$ cat src/sv/fps_pkg.sv
// ----------------------------------------------------------------------------
// fps_pkg
// Widths, register codes, reset values and shared types of the flight phase
// sequencer.
// ----------------------------------------------------------------------------
package fps_pkg;

    localparam int PRESSURE_W  = 17;
    localparam int ACCEL_W     = 19;
    localparam int TIME_W      = 32;
    localparam int RATIO_W     = 16;
    localparam int COUNT_W     = 7;
    localparam int PHASE_W     = 2;
    localparam int CFG_DATA_W  = 32;
    localparam int CFG_INDEX_W = 3;

    localparam int HISTORY_DEPTH_DEF = 8;

    // input transaction layout
    localparam int IN_TDATA_W      = 72;
    localparam int IN_TUSER_W      = 2;
    localparam int IN_PRESSURE_LSB = 0;
    localparam int IN_ACCEL_LSB    = IN_PRESSURE_LSB + PRESSURE_W;
    localparam int IN_TIME_LSB     = IN_ACCEL_LSB + ACCEL_W;
    localparam int IN_DROGUE_OK    = IN_TIME_LSB + TIME_W;
    localparam int IN_BARO_VALID   = 0;
    localparam int IN_IMU_VALID    = 1;

    // output transaction layout
    localparam int OUT_TDATA_W      = 40;
    localparam int OUT_PHASE_LSB    = 0;
    localparam int OUT_FIRE_DROGUE  = OUT_PHASE_LSB + PHASE_W;
    localparam int OUT_FIRE_MAIN    = OUT_FIRE_DROGUE + 1;
    localparam int OUT_PRESSURE_LSB = OUT_FIRE_MAIN + 1;
    localparam int OUT_ACCEL_LSB    = OUT_PRESSURE_LSB + PRESSURE_W;

    typedef enum logic [CFG_INDEX_W-1:0] {
        CFG_LAUNCH_ACCEL = 3'd0,
        CFG_LAUNCH_RATIO = 3'd1,
        CFG_MAIN_RATIO   = 3'd2,
        CFG_CONFIRM      = 3'd3,
        CFG_ASCENT_TO    = 3'd4,
        CFG_DROGUE_TO    = 3'd5
    } t_cfg_index;

    localparam logic [ACCEL_W-1:0] RST_ACCEL_THR    = 19'd30000;
    localparam logic [RATIO_W-1:0] RST_LAUNCH_RATIO = 16'd64000;
    localparam logic [RATIO_W-1:0] RST_MAIN_RATIO   = 16'd63000;
    localparam logic [COUNT_W-1:0] RST_CONFIRM      = 7'd5;
    localparam logic [TIME_W-1:0]  RST_ASCENT_TO    = 32'd30000;
    localparam logic [TIME_W-1:0]  RST_DROGUE_TO    = 32'd120000;

    typedef struct packed {
        logic [ACCEL_W-1:0] accel_thr;     // two's complement
        logic [RATIO_W-1:0] launch_ratio;
        logic [RATIO_W-1:0] main_ratio;
        logic [COUNT_W-1:0] confirm;
        logic [TIME_W-1:0]  ascent_to;
        logic [TIME_W-1:0]  drogue_to;
    } t_cfg;

    typedef enum logic [3:0] {
        PH_PREFLIGHT = 4'b0001,
        PH_ASCENT    = 4'b0010,
        PH_DROGUE    = 4'b0100,
        PH_MAIN      = 4'b1000
    } t_phase;

    localparam logic [PHASE_W-1:0] PHASE_CODE_PREFLIGHT = 2'd0;
    localparam logic [PHASE_W-1:0] PHASE_CODE_ASCENT    = 2'd1;
    localparam logic [PHASE_W-1:0] PHASE_CODE_DROGUE    = 2'd2;
    localparam logic [PHASE_W-1:0] PHASE_CODE_MAIN      = 2'd3;

    typedef struct packed {
        logic [PHASE_W-1:0] phase;
        logic               fire_drogue;
        logic               fire_main;
        logic               accel_neg;
    } t_flags;

    function automatic logic [PHASE_W-1:0] phase_code(input t_phase ph);
        logic [PHASE_W-1:0] code;
        unique case (ph)
            PH_PREFLIGHT: code = PHASE_CODE_PREFLIGHT;
            PH_ASCENT:    code = PHASE_CODE_ASCENT;
            PH_DROGUE:    code = PHASE_CODE_DROGUE;
            PH_MAIN:      code = PHASE_CODE_MAIN;
            default:      code = PHASE_CODE_PREFLIGHT;
        endcase
        return code;
    endfunction

endpackage

$ cat src/sv/fps_cfg.sv
// ----------------------------------------------------------------------------
// fps_cfg
// Configuration register file: write-only, one register per index.
// ----------------------------------------------------------------------------
module fps_cfg (
    input  logic                               i_clk,
    input  logic                               i_rst_n,
    input  logic                               i_cfg_wr_en,
    input  logic [fps_pkg::CFG_INDEX_W-1:0]    i_cfg_index,
    input  logic [fps_pkg::CFG_DATA_W-1:0]     i_cfg_wdata,
    output fps_pkg::t_cfg                      o_cfg,
    output fps_pkg::t_cfg                      o_cfg_nxt,
    output logic                               o_confirm_wr
);

    fps_pkg::t_cfg r_cfg;
    fps_pkg::t_cfg n_cfg;

    always_comb begin
        n_cfg        = r_cfg;
        o_confirm_wr = 1'b0;
        if (i_cfg_wr_en) begin
            unique case (i_cfg_index)
                fps_pkg::CFG_LAUNCH_ACCEL: begin
                    n_cfg.accel_thr = i_cfg_wdata[fps_pkg::ACCEL_W-1:0];
                end
                fps_pkg::CFG_LAUNCH_RATIO: begin
                    n_cfg.launch_ratio = i_cfg_wdata[fps_pkg::RATIO_W-1:0];
                end
                fps_pkg::CFG_MAIN_RATIO: begin
                    n_cfg.main_ratio = i_cfg_wdata[fps_pkg::RATIO_W-1:0];
                end
                fps_pkg::CFG_CONFIRM: begin
                    n_cfg.confirm = i_cfg_wdata[fps_pkg::COUNT_W-1:0];
                    o_confirm_wr  = 1'b1;
                end
                fps_pkg::CFG_ASCENT_TO: begin
                    n_cfg.ascent_to = i_cfg_wdata[fps_pkg::TIME_W-1:0];
                end
                fps_pkg::CFG_DROGUE_TO: begin
                    n_cfg.drogue_to = i_cfg_wdata[fps_pkg::TIME_W-1:0];
                end
                default: begin
                end
            endcase
        end
    end

    always_ff @(posedge i_clk) begin
        if (!i_rst_n) begin
            r_cfg.accel_thr    <= fps_pkg::RST_ACCEL_THR;
            r_cfg.launch_ratio <= fps_pkg::RST_LAUNCH_RATIO;
            r_cfg.main_ratio   <= fps_pkg::RST_MAIN_RATIO;
            r_cfg.confirm      <= fps_pkg::RST_CONFIRM;
            r_cfg.ascent_to    <= fps_pkg::RST_ASCENT_TO;
            r_cfg.drogue_to    <= fps_pkg::RST_DROGUE_TO;
        end else begin
            r_cfg <= n_cfg;
        end
    end

    assign o_cfg     = r_cfg;
    assign o_cfg_nxt = n_cfg;

endmodule

$ cat src/sv/fps_core.sv
// ----------------------------------------------------------------------------
// fps_core
// Sample histories, running sums, minimum pressure and the phase sequencer.
// State advances on each accepted transaction; results leave combinationally.
// ----------------------------------------------------------------------------
module fps_core #(
    parameter int HISTORY_DEPTH = fps_pkg::HISTORY_DEPTH_DEF,
    parameter int PSUM_W        = fps_pkg::PRESSURE_W + $clog2(HISTORY_DEPTH),
    parameter int ASUM_W        = fps_pkg::ACCEL_W + $clog2(HISTORY_DEPTH)
) (
    input  logic                              i_clk,
    input  logic                              i_rst_n,
    input  logic                              i_accept,
    input  logic                              i_baro_valid,
    input  logic                              i_imu_valid,
    input  logic [fps_pkg::PRESSURE_W-1:0]    i_pressure_pa,
    input  logic [fps_pkg::ACCEL_W-1:0]       i_vert_accel,
    input  logic [fps_pkg::TIME_W-1:0]        i_time_ms,
    input  logic                              i_drogue_fire_ok,
    input  fps_pkg::t_cfg                     i_cfg,
    input  fps_pkg::t_cfg                     i_cfg_nxt,
    input  logic                              i_confirm_wr,
    output fps_pkg::t_flags                   o_flags,
    output logic [PSUM_W-1:0]                 o_psum,
    output logic [ASUM_W-1:0]                 o_asum
);

    localparam int PW   = fps_pkg::PRESSURE_W;
    localparam int AW   = fps_pkg::ACCEL_W;
    localparam int LIMW = fps_pkg::PRESSURE_W + fps_pkg::RATIO_W;
    localparam int SCLW = PSUM_W + fps_pkg::RATIO_W;

    localparam logic        [PSUM_W-1:0] D_PS  = PSUM_W'(HISTORY_DEPTH);
    localparam logic        [SCLW-1:0]   D_SCL = SCLW'(HISTORY_DEPTH);
    localparam logic signed [ASUM_W:0]   D_AS  = (ASUM_W+1)'(HISTORY_DEPTH);

    fps_pkg::t_phase r_phase, n_phase;
    logic                          r_ground_ok;
    logic [PW-1:0]                 r_ground, n_ground;
    logic [PW-1:0]                 r_min, n_min;
    logic [PW-1:0]                 r_phist [HISTORY_DEPTH];
    logic [AW-1:0]                 r_ahist [HISTORY_DEPTH];
    logic [PSUM_W-1:0]             r_psum, n_psum;
    logic signed [ASUM_W-1:0]      r_asum, n_asum;
    logic [fps_pkg::COUNT_W-1:0]   r_cd, n_cd;
    logic [fps_pkg::TIME_W-1:0]    r_entry, n_entry;
    logic [LIMW-1:0]               r_llim, r_mlim;

    logic                          latch;
    logic [SCLW-1:0]               scaled, llim_scl, mlim_scl;
    logic signed [ASUM_W:0]        thr_scl;
    logic [fps_pkg::TIME_W-1:0]    elapsed;
    logic                          launch, past_min, low, go;
    logic                          fire_d, fire_m;

    always_comb begin
        latch    = i_baro_valid && !r_ground_ok;
        n_ground = latch ? i_pressure_pa : r_ground;

        n_psum = r_psum;
        n_min  = r_min;
        if (i_baro_valid) begin
            if (latch) begin
                n_psum = PSUM_W'(i_pressure_pa) * D_PS;
            end else begin
                n_psum = r_psum + PSUM_W'(i_pressure_pa) - PSUM_W'(r_phist[HISTORY_DEPTH-1]);
            end
            if (i_pressure_pa < r_min) begin
                n_min = i_pressure_pa;
            end
        end

        n_asum = r_asum;
        if (i_imu_valid) begin
            n_asum = r_asum + $signed(i_vert_accel) - $signed(r_ahist[HISTORY_DEPTH-1]);
        end

        scaled   = {n_psum, {fps_pkg::RATIO_W{1'b0}}};
        llim_scl = SCLW'(r_llim) * D_SCL;
        mlim_scl = SCLW'(r_mlim) * D_SCL;
        thr_scl  = $signed(i_cfg.accel_thr) * D_AS;
        elapsed  = i_time_ms - r_entry;

        // on the latching sample the average equals the ground pressure
        launch   = (i_imu_valid && (n_asum > thr_scl))
                || (i_baro_valid && !latch && (scaled < llim_scl));
        past_min = i_baro_valid && (n_psum > (PSUM_W'(n_min) * D_PS));
        low      = i_baro_valid && (latch ? (i_pressure_pa != '0) : (scaled > mlim_scl));

        n_phase = r_phase;
        n_entry = r_entry;
        n_cd    = r_cd;
        go      = 1'b0;
        fire_d  = 1'b0;
        fire_m  = 1'b0;
        unique case (r_phase)
            fps_pkg::PH_PREFLIGHT: begin
                if (launch) begin
                    n_phase = fps_pkg::PH_ASCENT;
                    n_entry = i_time_ms;
                end
            end
            fps_pkg::PH_ASCENT: begin
                if (past_min) begin
                    n_cd = (r_cd != '0) ? r_cd - 1'b1 : r_cd;
                end else begin
                    n_cd = i_cfg.confirm;
                end
                go = (n_cd == '0) || (elapsed > i_cfg.ascent_to);
                if (go) begin
                    fire_d = 1'b1;
                    if (i_drogue_fire_ok) begin
                        n_phase = fps_pkg::PH_DROGUE;
                        n_entry = i_time_ms;
                    end
                end
            end
            fps_pkg::PH_DROGUE: begin
                if (low || (elapsed > i_cfg.drogue_to)) begin
                    fire_m  = 1'b1;
                    n_phase = fps_pkg::PH_MAIN;
                    n_entry = i_time_ms;
                end
            end
            fps_pkg::PH_MAIN: begin
            end
            default: begin
            end
        endcase
    end

    always_ff @(posedge i_clk) begin
        if (!i_rst_n) begin
            r_phase     <= fps_pkg::PH_PREFLIGHT;
            r_ground_ok <= 1'b0;
            r_ground    <= '0;
            r_min       <= '1;
            r_psum      <= '0;
            r_asum      <= '0;
            r_cd        <= fps_pkg::RST_CONFIRM;
            r_entry     <= '0;
            for (int i = 0; i < HISTORY_DEPTH; i++) begin
                r_ahist[i] <= '0;
            end
        end else begin
            if (i_confirm_wr) begin
                r_cd <= i_cfg_nxt.confirm;
            end
            if (i_accept) begin
                r_phase     <= n_phase;
                r_ground_ok <= r_ground_ok || i_baro_valid;
                r_ground    <= n_ground;
                r_min       <= n_min;
                r_psum      <= n_psum;
                r_asum      <= n_asum;
                r_cd        <= n_cd;
                r_entry     <= n_entry;
                if (i_imu_valid) begin
                    r_ahist[0] <= i_vert_accel;
                    for (int i = 1; i < HISTORY_DEPTH; i++) begin
                        r_ahist[i] <= r_ahist[i-1];
                    end
                end
            end
        end
    end

    // pressure line: oldest sample at the tail, all taps loaded on the first valid sample
    always_ff @(posedge i_clk) begin
        if (i_accept && i_baro_valid) begin
            r_phist[0] <= i_pressure_pa;
            for (int i = 1; i < HISTORY_DEPTH; i++) begin
                r_phist[i] <= latch ? i_pressure_pa : r_phist[i-1];
            end
        end
    end

    // altitude limits track the next ground pressure and ratios
    always_ff @(posedge i_clk) begin
        r_llim <= LIMW'(n_ground) * LIMW'(i_cfg_nxt.launch_ratio);
        r_mlim <= LIMW'(n_ground) * LIMW'(i_cfg_nxt.main_ratio);
    end

    assign o_flags.phase       = fps_pkg::phase_code(n_phase);
    assign o_flags.fire_drogue = fire_d;
    assign o_flags.fire_main   = fire_m;
    assign o_flags.accel_neg   = n_asum[ASUM_W-1];
    assign o_psum              = n_psum;
    assign o_asum              = n_asum;

endmodule

$ cat src/sv/fps_cdiv.sv
// ----------------------------------------------------------------------------
// fps_cdiv
// Unsigned divide by a constant: reciprocal multiply, then one correction.
// Two register stages, each with its own load enable.
// ----------------------------------------------------------------------------
module fps_cdiv #(
    parameter int WIDTH   = fps_pkg::PRESSURE_W + $clog2(fps_pkg::HISTORY_DEPTH_DEF),
    parameter int DIVISOR = fps_pkg::HISTORY_DEPTH_DEF
) (
    input  logic             i_clk,
    input  logic             i_en_mul,
    input  logic [WIDTH-1:0] i_num,
    input  logic             i_en_fix,
    output logic [WIDTH-1:0] o_quot
);

    localparam longint unsigned MULT_L = (64'd1 << WIDTH) / DIVISOR;
    localparam logic [WIDTH-1:0] MULT  = WIDTH'(MULT_L);
    localparam logic [WIDTH-1:0] DIV_W = WIDTH'(DIVISOR);

    logic [2*WIDTH-1:0] prod;
    logic [WIDTH-1:0]   r_num;
    logic [WIDTH-1:0]   r_qest;
    logic [WIDTH-1:0]   rem;
    logic [WIDTH-1:0]   n_quot;
    logic [WIDTH-1:0]   r_quot;

    // estimate is the true quotient or one below it
    assign prod   = i_num * MULT;
    assign rem    = r_num - r_qest * DIV_W;
    assign n_quot = (rem >= DIV_W) ? r_qest + 1'b1 : r_qest;

    always_ff @(posedge i_clk) begin
        if (i_en_mul) begin
            r_num  <= i_num;
            r_qest <= prod[2*WIDTH-1:WIDTH];
        end
        if (i_en_fix) begin
            r_quot <= n_quot;
        end
    end

    assign o_quot = r_quot;

endmodule

$ cat src/sv/flight_phase_sequencer.sv
// Each accepted result is registered after the core, the multiply and the correction.
// Throughput: one transaction per cycle while the output is not stalled; three
// results can be held against a stalled output before the input stalls.
// Depth set by the history averages: reciprocal multiply then correction stage.
// Reset (synchronous, active low): preflight, no ground pressure, zero
// acceleration history, configuration back to defaults, pipeline emptied.
// ----------------------------------------------------------------------------
// flight_phase_sequencer
// Apogee detection and parachute deployment controller for one sensor stream.
// ----------------------------------------------------------------------------
module flight_phase_sequencer #(
    parameter int HISTORY_DEPTH = fps_pkg::HISTORY_DEPTH_DEF
) (
    input  logic                                 i_clk,
    input  logic                                 i_rst_n,
    input  logic                                 i_cfg_wr_en,
    input  logic [fps_pkg::CFG_INDEX_W-1:0]      i_cfg_index,
    input  logic [fps_pkg::CFG_DATA_W-1:0]       i_cfg_wdata,
    input  logic                                 i_s_axis_tvalid,
    output logic                                 o_s_axis_tready,
    // pressure_pa[16:0], vert_accel[35:17], time_ms[67:36], drogue_fire_ok[68], zero pad
    input  logic [fps_pkg::IN_TDATA_W-1:0]       i_s_axis_tdata,
    // baro_valid[0], imu_valid[1]
    input  logic [fps_pkg::IN_TUSER_W-1:0]       i_s_axis_tuser,
    output logic                                 o_m_axis_tvalid,
    input  logic                                 i_m_axis_tready,
    // flight_phase[1:0], fire_drogue[2], fire_main[3], avg_pressure[20:4],
    // avg_accel[39:21]
    output logic [fps_pkg::OUT_TDATA_W-1:0]      o_m_axis_tdata
);

    localparam int PSUM_W = fps_pkg::PRESSURE_W + $clog2(HISTORY_DEPTH);
    localparam int ASUM_W = fps_pkg::ACCEL_W + $clog2(HISTORY_DEPTH);
    localparam int PW     = fps_pkg::PRESSURE_W;
    localparam int AW     = fps_pkg::ACCEL_W;

    fps_pkg::t_cfg   cfg, cfg_nxt;
    logic            confirm_wr;
    fps_pkg::t_flags core_flags;
    logic [PSUM_W-1:0] core_psum;
    logic [ASUM_W-1:0] core_asum;

    logic rdy1, rdy2, rdy3, accept;
    logic r_v1, r_v2, r_v3;
    fps_pkg::t_flags r_flags1, r_flags2, r_flags3;
    logic [PSUM_W-1:0] r_psum1;
    logic [ASUM_W-1:0] r_asum1;
    logic [ASUM_W-2:0] amag;
    logic [PSUM_W-1:0] pquot;
    logic [ASUM_W-2:0] aquot;
    logic [AW-1:0]     avg_accel;

    assign rdy3   = !r_v3 || i_m_axis_tready;
    assign rdy2   = !r_v2 || rdy3;
    assign rdy1   = !r_v1 || rdy2;
    assign accept = i_s_axis_tvalid && rdy1;

    fps_cfg u_cfg (
        .i_clk        (i_clk),
        .i_rst_n      (i_rst_n),
        .i_cfg_wr_en  (i_cfg_wr_en),
        .i_cfg_index  (i_cfg_index),
        .i_cfg_wdata  (i_cfg_wdata),
        .o_cfg        (cfg),
        .o_cfg_nxt    (cfg_nxt),
        .o_confirm_wr (confirm_wr)
    );

    fps_core #(
        .HISTORY_DEPTH (HISTORY_DEPTH),
        .PSUM_W        (PSUM_W),
        .ASUM_W        (ASUM_W)
    ) u_core (
        .i_clk            (i_clk),
        .i_rst_n          (i_rst_n),
        .i_accept         (accept),
        .i_baro_valid     (i_s_axis_tuser[fps_pkg::IN_BARO_VALID]),
        .i_imu_valid      (i_s_axis_tuser[fps_pkg::IN_IMU_VALID]),
        .i_pressure_pa    (i_s_axis_tdata[fps_pkg::IN_PRESSURE_LSB +: PW]),
        .i_vert_accel     (i_s_axis_tdata[fps_pkg::IN_ACCEL_LSB +: AW]),
        .i_time_ms        (i_s_axis_tdata[fps_pkg::IN_TIME_LSB +: fps_pkg::TIME_W]),
        .i_drogue_fire_ok (i_s_axis_tdata[fps_pkg::IN_DROGUE_OK]),
        .i_cfg            (cfg),
        .i_cfg_nxt        (cfg_nxt),
        .i_confirm_wr     (confirm_wr),
        .o_flags          (core_flags),
        .o_psum           (core_psum),
        .o_asum           (core_asum)
    );

    always_ff @(posedge i_clk) begin
        if (!i_rst_n) begin
            r_v1 <= 1'b0;
            r_v2 <= 1'b0;
            r_v3 <= 1'b0;
        end else begin
            if (rdy1) begin
                r_v1 <= accept;
            end
            if (rdy2) begin
                r_v2 <= r_v1;
            end
            if (rdy3) begin
                r_v3 <= r_v2;
            end
        end
    end

    always_ff @(posedge i_clk) begin
        if (rdy1) begin
            r_flags1 <= core_flags;
            r_psum1  <= core_psum;
            r_asum1  <= core_asum;
        end
        if (rdy2) begin
            r_flags2 <= r_flags1;
        end
        if (rdy3) begin
            r_flags3 <= r_flags2;
        end
    end

    // floor of a negative mean: divide -sum-1, then invert
    assign amag = r_flags1.accel_neg ? ~r_asum1[ASUM_W-2:0] : r_asum1[ASUM_W-2:0];

    fps_cdiv #(
        .WIDTH   (PSUM_W),
        .DIVISOR (HISTORY_DEPTH)
    ) u_pdiv (
        .i_clk    (i_clk),
        .i_en_mul (rdy2),
        .i_num    (r_psum1),
        .i_en_fix (rdy3),
        .o_quot   (pquot)
    );

    fps_cdiv #(
        .WIDTH   (ASUM_W-1),
        .DIVISOR (HISTORY_DEPTH)
    ) u_adiv (
        .i_clk    (i_clk),
        .i_en_mul (rdy2),
        .i_num    (amag),
        .i_en_fix (rdy3),
        .o_quot   (aquot)
    );

    assign avg_accel = r_flags3.accel_neg ? ~aquot[AW-1:0] : aquot[AW-1:0];

    assign o_s_axis_tready = rdy1;
    assign o_m_axis_tvalid = r_v3;
    assign o_m_axis_tdata  = {avg_accel, pquot[PW-1:0], r_flags3.fire_main,
                              r_flags3.fire_drogue, r_flags3.phase};

endmodule

$ cat config.mk
export PLATFORM = sky130hd
export DESIGN_NAME = flight_phase_sequencer
export DESIGN_NICKNAME = d
export VERILOG_FILES = /design/src/sv/fps_pkg.sv /design/src/sv/fps_cfg.sv /design/src/sv/fps_core.sv /design/src/sv/fps_cdiv.sv /design/src/sv/flight_phase_sequencer.sv
export SDC_FILE = /design/constraint.sdc
export NUM_CORES = 2
export LEC_CHECK = 0
export BUFFER_PORTS_ARGS = -buffer_cell sky130_fd_sc_hd__buf_2
export CAP_MARGIN = 20
export CORE_MARGIN = 10
export CORE_UTILIZATION = 60
export CTS_CLUSTER_DIAMETER = 50
export DETAILED_ROUTE_END_ITERATION = 7
export GPL_ROUTABILITY_DRIVEN = 0
export PLACE_DENSITY = 0.84
export SKIP_LAST_GASP = 1
export SYNTH_ARGS = -nofsm -noshare
export SYNTH_HDL_FRONTEND = slang
export SYNTH_SLANG_ARGS = --single-unit
$ cat constraint.sdc
create_clock -name i_clk -period 14.8 [get_ports i_clk]
set_input_delay 0 -clock i_clk [delete_from_list [all_inputs] [get_ports i_clk]]
set_output_delay 0 -clock i_clk [all_outputs]
set_load 0.005 [all_outputs]
==> metrics <==
internal power=5.83 mW; Yosys cell types=79; Port-buffer cells=152; initial antenna violation count=5; Setup crit end kind=flop; cell count after placement=6622; multiplexer area fraction after synthesis=0.0221; max-cap violations=0; IO Pins=approximately 160; 1st-pass router iterations=8; maximum vdd drop=approximately 190 uV; grt ovf=0; Yosys reg bits=719; most frequent cells in the layout=nand2_1 (905), inv_1 (830), nor2_1 (549); async set-reset flop share out of synthesis=0; peak fanout along the critical path=around 100; Post-Synthesis Cells=between 5000 and 6000; DR DRC count=0; CP Launch Type=flop; Post-Syn Area=51900 um^2; clock network fraction of total power=0.229; post-layout net count=6687; worst hold path type=in -> reg; Post-Layout Cell Count=between 6000 and 7000; PostCTS Resize Cnt=0; Seq pwr share=0.267; total routed wirelength=141 mm; delay-heaviest family, CP=adder cells; Critical Path Most Common Cell=fa_1; Initial Util=0.607; Post-synth EDFFs=408; total setup violations reported at the end of the flow=0; GRT Resource Usage Total=0.283; RSZ-0062 raised after global routing=false; final hold vios=0; simple logic cell fraction of the synthesized area=0.150; critical path class=reg -> reg; slew at the pin closest to its max-slew limit=1190 ps; Clock Tree Buf Depth=3; biggest area consumer among synthesized cells=edfxtp_1; core footprint=85400 um^2; clock root buffer master=clkbuf_16; Data required, critical path=around 15000 ps; Die Area=98600 um^2; vias in the first global route=41392; Leakage Power=roughly 27 nW; largest net degree at the start of global routing=146; NetSw=3.99 mW; max_slew headroom=0.193; compound-gate portion of the synthesized area=0.0857; Synth area leaders=edfxtp_1 (24%), fa_1 (18%), dfxtp_1 (12%); die height=approximately 310 um; FP Rows=107; switch share=0.407; fin crit share=0.639; post-CTS setup buffer count=0; worst reg2reg setup slack=5340 ps; R2R Path Start=u_core.r_ground_ok; Mean Syn Cell Area=9.46 um^2; post-route ant nets=0; fin. max-slew vios=0; Synth Area in XOR/XNOR=0.0275; synth warn=0; pwr dens=169 nW/um^2; P&R area growth vs syn=11.8%; first-pass GRT wire length=222 mm; Die X=314 um; layout cell share with drive strength beyond 1=0.0744; vias per cell=5.91; number of buffers created by CTS=87; DR iter-0 viols=4802; clk slew on worst S/H paths=roughly 60 ps; Skew-Pair Late Insertion Delay=680 ps; TNS Setup=0 ps; Setup crit start=u_core.r_ground_ok; Post-DP HPWL=96.4 mm; Max Freq=~0.11 GHz; hold path start=i_s_axis_tuser[1]; Comb power frac=0.504; routed via count=40737; Net Count, Synth=6491; average wire per standard cell=20.4 um; crit path DAT=10020 ps; Crit-path slowest cell=buf_4; top_reg_cell synth=edfxtp_1; share of the synthesized area in the top cell type=0.236; Sink Count=719; Seq/Total Area, Yosys=0.356; largest family of logic cells by synthesized area=adder cells; CTS Hold Buffers Added=~110; worst path bufs/invs=6; most common cell after layout, fill and taps aside=nand2_1; fillcell total=between 5000 and 6000; Layout Skew=35.5 ps; CTS HTree Levels=3; CP peak stage delay=just over 800 ps; status=finished, final reports clean; min Tclk post-route=9460 ps; CTS tree=yes; Post-Synth Adder-Cell Area=0.282
## power by group through the flow
| stage | Sequential, mW | Clock [mW] | Combinational [mW] |
|---|---|---|---|
| after floorplan | 2.60 | 0 | 3.53 |
| after CTS | 2.61 | 2.26 | 4.83 |
| after global routing | 2.64 | 2.35 | 5.49 |
| after global placement | 2.63 | 0 | 4.56 |
| after detailed placement | 2.65 | 0 | 4.74 |
| final | 2.62 | 2.25 | 4.95 |
## final cells by class
class,count,area (um^2),share of cell area
tap,1144,1430,0.0247
timing repair buffer,333,2400,0.0415
inverter,831,3120,0.0538
sequential,719,18500,0.319
antenna,2,5.00,0.0000863
clock inverter,57,812,0.0140
multi-input combinational,3706,29500,0.508
clock buffer,106,2250,0.0388
## final timing paths
check / end / depth (start not counted)
max: u_core.r_mlim[30] / 28
min: r_flags1[0] / 3
max reg2reg: u_core.r_mlim[30] / 28
min reg2reg: u_pdiv.r_num[9] / 0
## cells by family after synthesis
family / after synthesis
adder cells (fa/ha/maj): 896
multiplexers: 111
flip-flops: 719
AND/OR/NAND/NOR: 1833
AO/OA/AOI/OAI: 703
XOR/XNOR: 163
buffers and inverters: 1057
## registers in the layout (all words and copies together), names as in the netlist, 7 cells and up
name	count
r_asum1	18
r_psum1	17
u_adiv.o_quot	18
u_adiv.r_num	18
u_cfg.o_cfg	122
u_core.r_ahist	152
u_core.r_asum	22
u_core.r_cd	7
u_core.r_entry	32
u_core.r_ground	17
u_core.r_llim	33
u_core.r_min	17
u_core.r_mlim	33
u_core.r_phist	136
u_core.r_psum	20
u_pdiv.o_quot	17
u_pdiv.r_num	17
## metal layers
metal / GRT usage / wire length [um]
met1: 0.352 / 52000
met2: 0.450 / 64000
met3: 0.0720 / 16200
met4: 0.153 / 8370
met5: 0 / 37
## worst min-delay path, delay by kind of cell
family / cells / cell delay, ps
simple gates: 1 / 160
buf+inv: 1 / 320
xor+xnor: 1 / 90
## synth_stat cells (4+ instances only)
master     number
nand2_1       908
inv_1         830
nor2_1        551
fa_1          455
ha_1          440
edfxtp_1      408
dfxtp_1       311
a21oi_1       285
clkbuf_1      200
and3_1        108
o21ai_0       106
xnor2_1        96
mux2i_1        83
xor2_1         67
a21o_1         66
and2_1         63
a211oi_1       57
nand3_1        47
o211ai_1       44
nand4_1        40
o21a_1         32
mux2_2         28
nor2b_1        27
nor3_1         27
buf_1          21
nand2b_1       21
nor4_1         16
o21bai_1       16
o31ai_1        12
a31oi_1         9
a21boi_0        7
or3_1           7
a2111oi_0       6
a211o_1         6
a41oi_1         6
o31a_1          5
a31o_2          4
## metrics by stage
stage | area, um^2 | setup WS (ps) | hold slack, ps | total power [mW] | util
final | 58000 | 5340 | 102 | 9.82 | 0.679
after global routing | 58000 | 4940 | 124 | 10.5 | 0.679
after CTS | 57900 | 5440 | 54.8 | 9.71 | 0.678
after detailed placement | 53800 | 5520 | 267 | 7.39 | 0.630
after global placement | 53800 | 5660 | 262 | 7.20 | 0.630
after floorplan | 51900 | 7260 | 98.9 | 6.12 | -
No activity file was read; power rests on OpenSTA's default activity.
